### config.mk
export PLATFORM = sky130hd
export DESIGN_NAME = rtnh_ctrl
export DESIGN_NICKNAME = d
export VERILOG_FILES = /design/src/rtl/rtnh_pkg.sv /design/src/rtl/rtnh_ctrl.sv
export SDC_FILE = /design/constraint.sdc
export NUM_CORES = 1
export LEC_CHECK = 0
export BUFFER_PORTS_ARGS = -buffer_cell sky130_fd_sc_hd__buf_2
export CAP_MARGIN = 20
export CELL_PAD_IN_SITES_DETAIL_PLACEMENT = 0
export CELL_PAD_IN_SITES_GLOBAL_PLACEMENT = 1
export CORE_MARGIN = 4
export CORE_UTILIZATION = 33
export DETAILED_ROUTE_END_ITERATION = 12
export GPL_TIMING_DRIVEN = 0
export PLACE_DENSITY = 0.78
export SETUP_SLACK_MARGIN = 0.4
export SLEW_MARGIN = 10
export SYNTH_ARGS = -nofsm -noshare
export SYNTH_HDL_FRONTEND = slang
export SYNTH_SLANG_ARGS = --single-unit
### constraint.sdc
create_clock -name clk -period 4 [get_ports clk]
set_input_delay 0.2 -clock clk [delete_from_list [all_inputs] [get_ports clk]]
set_output_delay 0.2 -clock clk [all_outputs]
set_load 0.01 [all_outputs]
### src/rtl/rtnh_pkg.sv
`timescale 1ns / 1ps
`default_nettype none
package rtnh_pkg;
  localparam int FRAC = 16;
  localparam int MAX_TRI = 65536;
  localparam int CNT_W = 16;
  localparam logic [30:0] DIST_MAX = 31'h7FFFFFFF;

  typedef enum logic [3:0] {
    ST_IDLE, ST_DIFF, ST_CROSS, ST_DOT, ST_CHECK, ST_DIV_T, ST_DIV_U, ST_DIV_V,
    ST_UPDATE, ST_OUT
  } state_t;

  typedef struct packed {
    logic load;
    logic diff;
    logic cross_step;
    logic dot_step;
    logic check;
    logic div_start;
    logic [1:0] div_sel;
    logic update;
    logic emit;
  } cmd_t;

  typedef struct packed {
    logic seq_done;
    logic div_done;
    logic pass;
    logic better;
    logic last;
  } stat_t;

  localparam logic [1:0] DIV_T = 2'd0;
  localparam logic [1:0] DIV_U = 2'd1;
  localparam logic [1:0] DIV_V = 2'd2;

  localparam logic [2:0] REG_OX = 3'd0;
  localparam logic [2:0] REG_OY = 3'd1;
  localparam logic [2:0] REG_OZ = 3'd2;
  localparam logic [2:0] REG_DX = 3'd3;
  localparam logic [2:0] REG_DY = 3'd4;
  localparam logic [2:0] REG_DZ = 3'd5;

  // fixed multiply, floor of product >> FRAC (arithmetic shift is floor)
  function automatic logic signed [47:0] fmul(input logic signed [31:0] a,
                                              input logic signed [31:0] b);
    logic signed [63:0] p;
    p = a * b;
    fmul = p[63:FRAC];
  endfunction

  function automatic logic signed [31:0] sat32(input logic signed [49:0] x);
    if (x > 50'sd2147483647) sat32 = 32'sh7FFFFFFF;
    else if (x < -50'sd2147483648) sat32 = 32'sh80000000;
    else sat32 = x[31:0];
  endfunction
endpackage
`default_nettype wire

### src/rtl/rtnh_ctrl.sv
`timescale 1ns / 1ps
`default_nettype none
module rtnh_ctrl (
  input  wire logic clk,
  input  wire logic rst,
  input  wire logic in_valid,
  output logic in_ready,
  output logic out_valid,
  input  wire logic out_ready,
  input  wire rtnh_pkg::stat_t stat,
  output rtnh_pkg::cmd_t cmd
);
  import rtnh_pkg::*;
  state_t state, state_next;

  always_ff @(posedge clk) begin
    if (rst) state <= ST_IDLE;
    else state <= state_next;
  end

  // next state
  always_comb begin
    state_next = state;
    unique case (state)
      ST_IDLE:  if (in_valid) state_next = ST_DIFF;
      ST_DIFF:  state_next = ST_CROSS;
      ST_CROSS: if (stat.seq_done) state_next = ST_DOT;
      ST_DOT:   if (stat.seq_done) state_next = ST_CHECK;
      ST_CHECK: state_next = stat.pass ? ST_DIV_T : (stat.last ? ST_OUT : ST_IDLE);
      ST_DIV_T: if (stat.div_done) state_next = stat.better ? ST_DIV_U
                                                : (stat.last ? ST_OUT : ST_IDLE);
      ST_DIV_U: if (stat.div_done) state_next = ST_DIV_V;
      ST_DIV_V: if (stat.div_done) state_next = ST_UPDATE;
      ST_UPDATE: state_next = stat.last ? ST_OUT : ST_IDLE;
      ST_OUT:   if (out_ready) state_next = ST_IDLE;
      default:  state_next = ST_IDLE;
    endcase
  end

  // outputs
  always_comb begin
    cmd = '0;
    in_ready = 1'b0;
    out_valid = 1'b0;
    unique case (state)
      ST_IDLE: begin
        in_ready = 1'b1;
        cmd.load = in_valid;
      end
      ST_DIFF:  cmd.diff = 1'b1;
      ST_CROSS: cmd.cross_step = 1'b1;
      ST_DOT:   cmd.dot_step = 1'b1;
      ST_CHECK: begin
        cmd.check = 1'b1;
        cmd.div_start = stat.pass;
        cmd.div_sel = DIV_T;
      end
      ST_DIV_T: begin
        cmd.div_sel = DIV_T;
        cmd.div_start = stat.div_done && stat.better;
        if (stat.div_done && stat.better) cmd.div_sel = DIV_U;
      end
      ST_DIV_U: begin
        cmd.div_sel = DIV_U;
        cmd.div_start = stat.div_done;
        if (stat.div_done) cmd.div_sel = DIV_V;
      end
      ST_DIV_V: cmd.div_sel = DIV_V;
      ST_UPDATE: cmd.update = 1'b1;
      ST_OUT: begin
        out_valid = 1'b1;
        cmd.emit = out_ready;
      end
      default: ;
    endcase
  end
endmodule
`default_nettype wire

==> results of run 1 <==
logic make-up (layout without fill, tap and decap cells):
family                    Yosys count  after routing  share of synthesized area, %
muxes                               1              1                          2.98
DFF                                 4              4                          15.9
buffers and inverters               7             30                          6.95
xor gates and xnor gates            1              1                          1.74
AOI/OAI and AO/OA                  19             19                          30.0
and+or+nand+nor                    36             36                          42.4
worst min-delay path by stage:
stage | endpoint | slack (ns) | start | cells past startpoint
finish | state[0] | 0.21 | rst | 2
global route | state[0] | 0.20 | rst | 2
CTS | state[0] | 0.19 | rst | 2
detailed placement | state[0] | 0.44 | rst | 2
global placement | state[0] | 0.44 | rst | 2
floorplan | state[0] | 0.27 | rst | 1
cells in the final DEF (no fill, tap or decap), drive strengths merged, types with 2 or more instances in the layout:
master and n:
buf 25, o211ai 2, inv 2, clkbuf 3
nor3 7, and2 2, a31oi 2, dfxtp 4
and3 2, nand3 2, nor2 7, o21ai 3
nand2b 5, a21oi 7
power groups by stage:
stage,clock [mW],combinational (mW),sequential [mW]
final,0.0489,0.129,0.0542
after global routing,0.0582,0.143,0.0550
after CTS,0.0528,0.129,0.0540
after detailed placement,0,0.128,0.0546
after global placement,0,0.129,0.0543
after floorplan,0,0.0936,0.0516
final cells by class:
cell class	count	area, sq um
Buffer	5	27.5
Inverter	2	7.51
Fill cell	158	721
Clock buffer	3	22.5
Tap cell	15	18.8
Timing Repair Buffer	20	100
Sequential cell	4	80.1
Multi-Input combinational cell	57	389
per-stage QoR:
step	cells	setup slack (ns)	hold WS, ns
after detailed placement	103	2.40	0.436
after floorplan	68	2.50	0.268
final	106	2.16	0.207
after global routing	106	1.97	0.198
after CTS	106	2.15	0.191
after global placement	103	2.41	0.437
metal layers:
layer	global-route usage, %	vias up	routed length (microns)
met5	0	-	0
met1	19.5	278	653
met3	4.60	0	94
met4	3.31	0	0
li1	-	305	-
met2	22.0	19	644
worst max-delay path, delay by kind of cell, from the launching register on:
family | cells | cell delay (ns)
compound gates | 2 | 0.20
buf+inv | 3 | 0.62
flops | 1 | 0.42
simple gates | 2 | 0.18
==> impl_metrics.csv, run 1 <==
group,metric,value,unit
status,status,"finished clean",
power_and_ir_drop,swShare,43.0,%
floorplan,rows,13,
worst_setup_path,cpMaxStageDelayCell,"dfxtp_1",
global_routing,grt_pass1_vias,532,
global_routing,grt_pass1_wl,2.28,mm
global_routing,antenna_found_initial,0,
clock_network,clk_pin_slew,0.04,ns
worst_setup_path,reg2reg_setup_slack,2.58,ns
synthesis,yosys_warnings,0,
synthesis,avgSynthCellArea,7.42,sq um
cells_and_area,top_register,"state",
drt,num_vias,602,
worst_setup_path,cp.arrival,1.64,ns
floorplan,design.core.area,1370,sq um
floorplan,io_pins,21,
cells_and_area,design_area,646,sq um
drt,drt_wl_total,1.39,mm
cells_and_area,largestRegisters,"state x4",
clock_network,hold_buffers,0,
synthesis,synth_flop_cell,"dfxtp_1",
floorplan,fp.dieH,47.1,microns
power_and_ir_drop,leakage,0.300,nW
floorplan,die-area,2220,sq um
global_routing,grt_usage,14.3,%
placed_design,hpwl,1.03,mm
global_routing,grt_overflow,0,
synthesis,ys_top_cells_by_area,"dfxtp_1 16%, a21oi_1 6.9%, nor3_1 6.9%",
worst_setup_path,crit_chain,"buf_2 > buf_2 > nand3_1 > a21oi_1 > a31oi_1 > nor2_1 > buf_2",
cells_and_area,diodes,0,
drt,drt_iter0_markers,10,
power_and_ir_drop,power.density,360,nW/um^2
worst_setup_path,cp-endpoint,"cmd[4]",
timing,fin_skew,0.000718,ns
power_and_ir_drop,vdd_drop_max,0.191,mV
global_routing,grt_max_degree,11,
cells_and_area,syn_to_final_growth,28.0,%
synthesis,synth_cell_types,34,
cells_and_area,largest_reg_flops,4,
power_and_ir_drop,switching_power,99.9,uW
clock_network,ctsResizeCount,0,
drt,post_drt_wl_per_cell,13.1,microns
worst_setup_path,critPathRequiredTime,3.80,ns
timing,min_period,1.84,ns
synthesis,syn-num-nets,77,
placed_design,io_buffers,20,
synthesis,yosysTopAreaCellShare,15.9,%
floorplan,die_x,47.1,microns
synthesis,synth_edf_count,0,
cells_and_area,final_nets,102,
timing,fin_crit_sh,46.1,%
worst_setup_path,slowest_delay,0.42,ns
clock_network,ctsLongestPathBuffers,2,
timing,setup_viol,0,
power_and_ir_drop,combPwrFrac,55.6,%
timing,tns,0,ns
synthesis,async_reset_ff_share,0,%
power_and_ir_drop,p_int,132,uW
worst_setup_path,startpoint,"state[0]",
clock_network,postCtsSetupBuffers,0,
synthesis,synth_top_cell_by_area,"dfxtp_1",
worst_setup_path,end_kind,"primary output",
clock_network,cts_num_sinks,4,
cells_and_area,drive_gt1_share,37.4,%
clock_network,cts_buffers,3,
synthesis,synth_common_cells,"7 x a21oi_1, 7 x nor3_1, 6 x nor2_1",
synthesis,ys_ff_latch,4,
timing,relSlewSlack,77.4,%
drt,first_pass_iters,4,
worst_setup_path,start_kind,"register",
placed_design,dpl_cell_area,623,sq um
worst_setup_path,reg2reg_depth,4,
clock_network,cts_tree,"done",
timing,hold_viol,0,
timing,rsz0062_at_grt,"false",
synthesis,synth-seq-area-share,15.9,%
placed_design,gp_congestion,0.763,
worst_setup_path,timing.rr.end,"state[1]",
worst_setup_path,critical_path_class,"register to primary output",
drt,postRouteAntennaNets,0,
drt,vias_per_cell,5.68,
clock_network,clkLatencyLatePin,0.23,ns
cells_and_area,final_util,47.3,%
run,drv_cap,0,
synthesis,syn_inst,68,
timing,slew_violations,0,
power_and_ir_drop,clkPwrFrac,21.0,%
drt,route.detailed.drc,0,
worst_setup_path,cp_common_cell,"buf_2",
clock_network,cts.root.buffer_cell,"clkbuf_4",
clock_network,htreeDepth,1,
timing,tightest_slew,0.336,ns
worst_setup_path,path_max_fanout,10,
hold_path,hold_path.class,"input pin to register",
floorplan,start_util,36.9,%
power_and_ir_drop,seq_power_share,23.3,%
worst_setup_path,reg2reg_from,"state[2]",
power_and_ir_drop,power,232,uW
timing,fmax,543,MHz
synthesis,netlist_area,504,sq um
No activity file was read; power rests on OpenSTA's default activity.
==> inputs of run 2 (changes only) <==
- CORE_UTILIZATION: 33 -> 28
- PLACE_DENSITY: 0.78 -> 0.71
- clock period: 4 -> 1.65 ns (I/O delays scaled with it)
==> run 2 against run 1 <==
Via count up 8.0%. Combinational power increased to 4.2 times the previous value. First-iteration DRC count fell by 20%. Wire length increased by 26%. Register-to-register slack got worse by 2.3 ns. Critical path depth fell by 3. Sequential cell count stayed put. Clock power is 150% higher. Sequential power rose to 2.6 times the previous value. Count of clock-buffer cells in the layout stayed put. Largest cell class unchanged. Largest power group unchanged.
==> impl_metrics.csv, run 2 (synthesis gave the netlist of run 1 again) <==
group,metric,value,unit
status,status,"finished clean",
floorplan,start_util,29.5,%
drt,drt_iter0_markers,8,
worst_setup_path,cp.arrival,1.32,ns
timing,relSlewSlack,72.6,%
drt,postRouteAntennaNets,0,
worst_setup_path,critical_path_class,"register to primary output",
clock_network,htreeDepth,1,
timing,fin_skew,0.00345,ns
global_routing,grt_use_met2,22.4,%
global_routing,gr-max-usage-layer,"met2",
timing,hold_viol,0,
cells_and_area,largestRegisters,"state x4",
placed_design,io_buffers,20,
floorplan,design.core.area,1710,sq um
global_routing,grt_pass1_vias,619,
drt,post_drt_wl_per_cell,13.5,microns
worst_setup_path,path_max_fanout,7,
timing,slew_violations,0,
global_routing,grtUsageMet3,4.75,%
run,drv_cap,0,
global_routing,grt_pass1_wl,2.65,mm
power_and_ir_drop,leakage,0.395,nW
floorplan,die_x,50.4,microns
timing,tightest_slew,0.408,ns
cells_and_area,final_nets,116,
cells_and_area,syn_to_final_growth,78.9,%
cells_and_area,drive_gt1_share,60.0,%
floorplan,fp.dieH,50.4,microns
power_and_ir_drop,power,806,uW
global_routing,grt_use_met1,16.1,%
power_and_ir_drop,power.density,893,nW/um^2
global_routing,grt_overflow,0,
timing,tns,0,ns
floorplan,rows,15,
clock_network,cts_num_sinks,4,
clock_network,cts.root.buffer_cell,"clkbuf_4",
cells_and_area,mostFrequentLayoutCells,"18 x buf_2, 14 x buf_4, 6 x nor3_1, 6 x nor2_1, 5 x buf_6",
drt,vias_per_cell,5.00,
timing,fmax,715,MHz
floorplan,die-area,2540,sq um
floorplan,io_pins,21,
cells_and_area,layout_commonest_cell,"buf_2",
global_routing,grt_max_degree,11,
timing,setup_viol,0,
clock_network,clk_pin_slew,0.04,ns
timing,fin_crit_sh,84.8,%
global_routing,antenna_found_initial,0,
cells_and_area,top_register,"state",
global_routing,grt_usage,13.1,%
worst_setup_path,start_kind,"register",
clock_network,cts_tree,"done",
clock_network,cts_buffers,3,
clock_network,ctsLongestPathBuffers,2,
timing,min_period,1.40,ns
worst_setup_path,critPathRequiredTime,1.57,ns
cells_and_area,diodes,0,
clock_network,clkLatencyLatePin,0.24,ns
drt,first_pass_iters,4,
cells_and_area,largest_reg_flops,4,
timing,rsz0062_at_grt,"true",
drt,route.detailed.drc,0,
placed_design,hpwl,1.09,mm
drt,num_vias,650,
power_and_ir_drop,vdd_drop_max,0.644,mV
hold_path,hold_path.class,"input pin to register",
cells_and_area,fill_cells,158,
worst_setup_path,end_kind,"primary output",
drt,drt_wl_total,1.76,mm
placed_design,gp_congestion,0.747,
-- run 2: routing by layer --
| layer | part of all wire (%) | routed length (microns) | up-vias |
|---|---|---|---|
| met3 | 3.9 | 69 | 0 |
| met5 | 0 | 0 | - |
| met1 | 44 | 771 | 309 |
| li1 | - | - | 327 |
| met2 | 52 | 914 | 14 |
| met4 | 0 | 0 | 0 |
-- run 2: area by class of cell --
class                      count  area [sq um]  area share (%)
multi-input combinational     57           465            51.6
timing repair buffer          34           218            24.1
sequential                     4          91.3            10.1
buffer                         5          63.8            7.07
tap                           25          31.3            3.47
clock buffer                   3          22.5            2.50
inverter                       2          10.0            1.11
-- run 2: final timing paths --
check | start | end | slack [ns] | depth (start not counted)
max | state[1] | cmd[2] | 0.25 | 4
min | rst | state[0] | 0.07 | 2
max reg2reg | state[1] | state[3] | 0.28 | 4
min reg2reg | state[3] | state[1] | 0.67 | 2
-- run 2: critical path: stages (launching register included) --
cell and delay [ns]:
dfxtp_4 0.37, inv_2 0.08, or3_1 0.37, a21oi_1 0.12, buf_2 0.14
-- run 2: per-stage QoR --
| step | std cells | util, % | area (sq um) | hold WS (ns) | worst slack, ns |
|---|---|---|---|---|---|
| 3_3_place_gp | 113 | 37.9 | 647 | 0.328 | 0.145 |
| 3_5_place_dp | 113 | 37.9 | 647 | 0.324 | 0.116 |
| 2_1_floorplan | 68 | - | 515 | 0.150 | 0.368 |
| 4_1_cts | 124 | 46.6 | 796 | 0.0660 | 0.244 |
| 5_1_grt | 130 | 52.8 | 902 | 0.0826 | 0.148 |
| 6_report | 130 | 52.8 | 902 | 0.0747 | 0.251 |
-- run 2: where the power goes --
part / total (mW) / switching, mW / internal, mW / leakage (nW)
registers: 0.139 / 0.0217 / 0.117 / 0.0347
clock network: 0.121 / 0.0393 / 0.0813 / 0.0138
logic: 0.546 / 0.262 / 0.284 / 0.346
total: 0.806 / 0.323 / 0.483 / 0.395
-- run 2: repair_timing --
item	4_1_cts	5_1_grt
hold buffers	0	0
pin swaps	7	4
endpoints found under the setup margin	16	16
resized for setup	20	12
buffers inserted	8	6
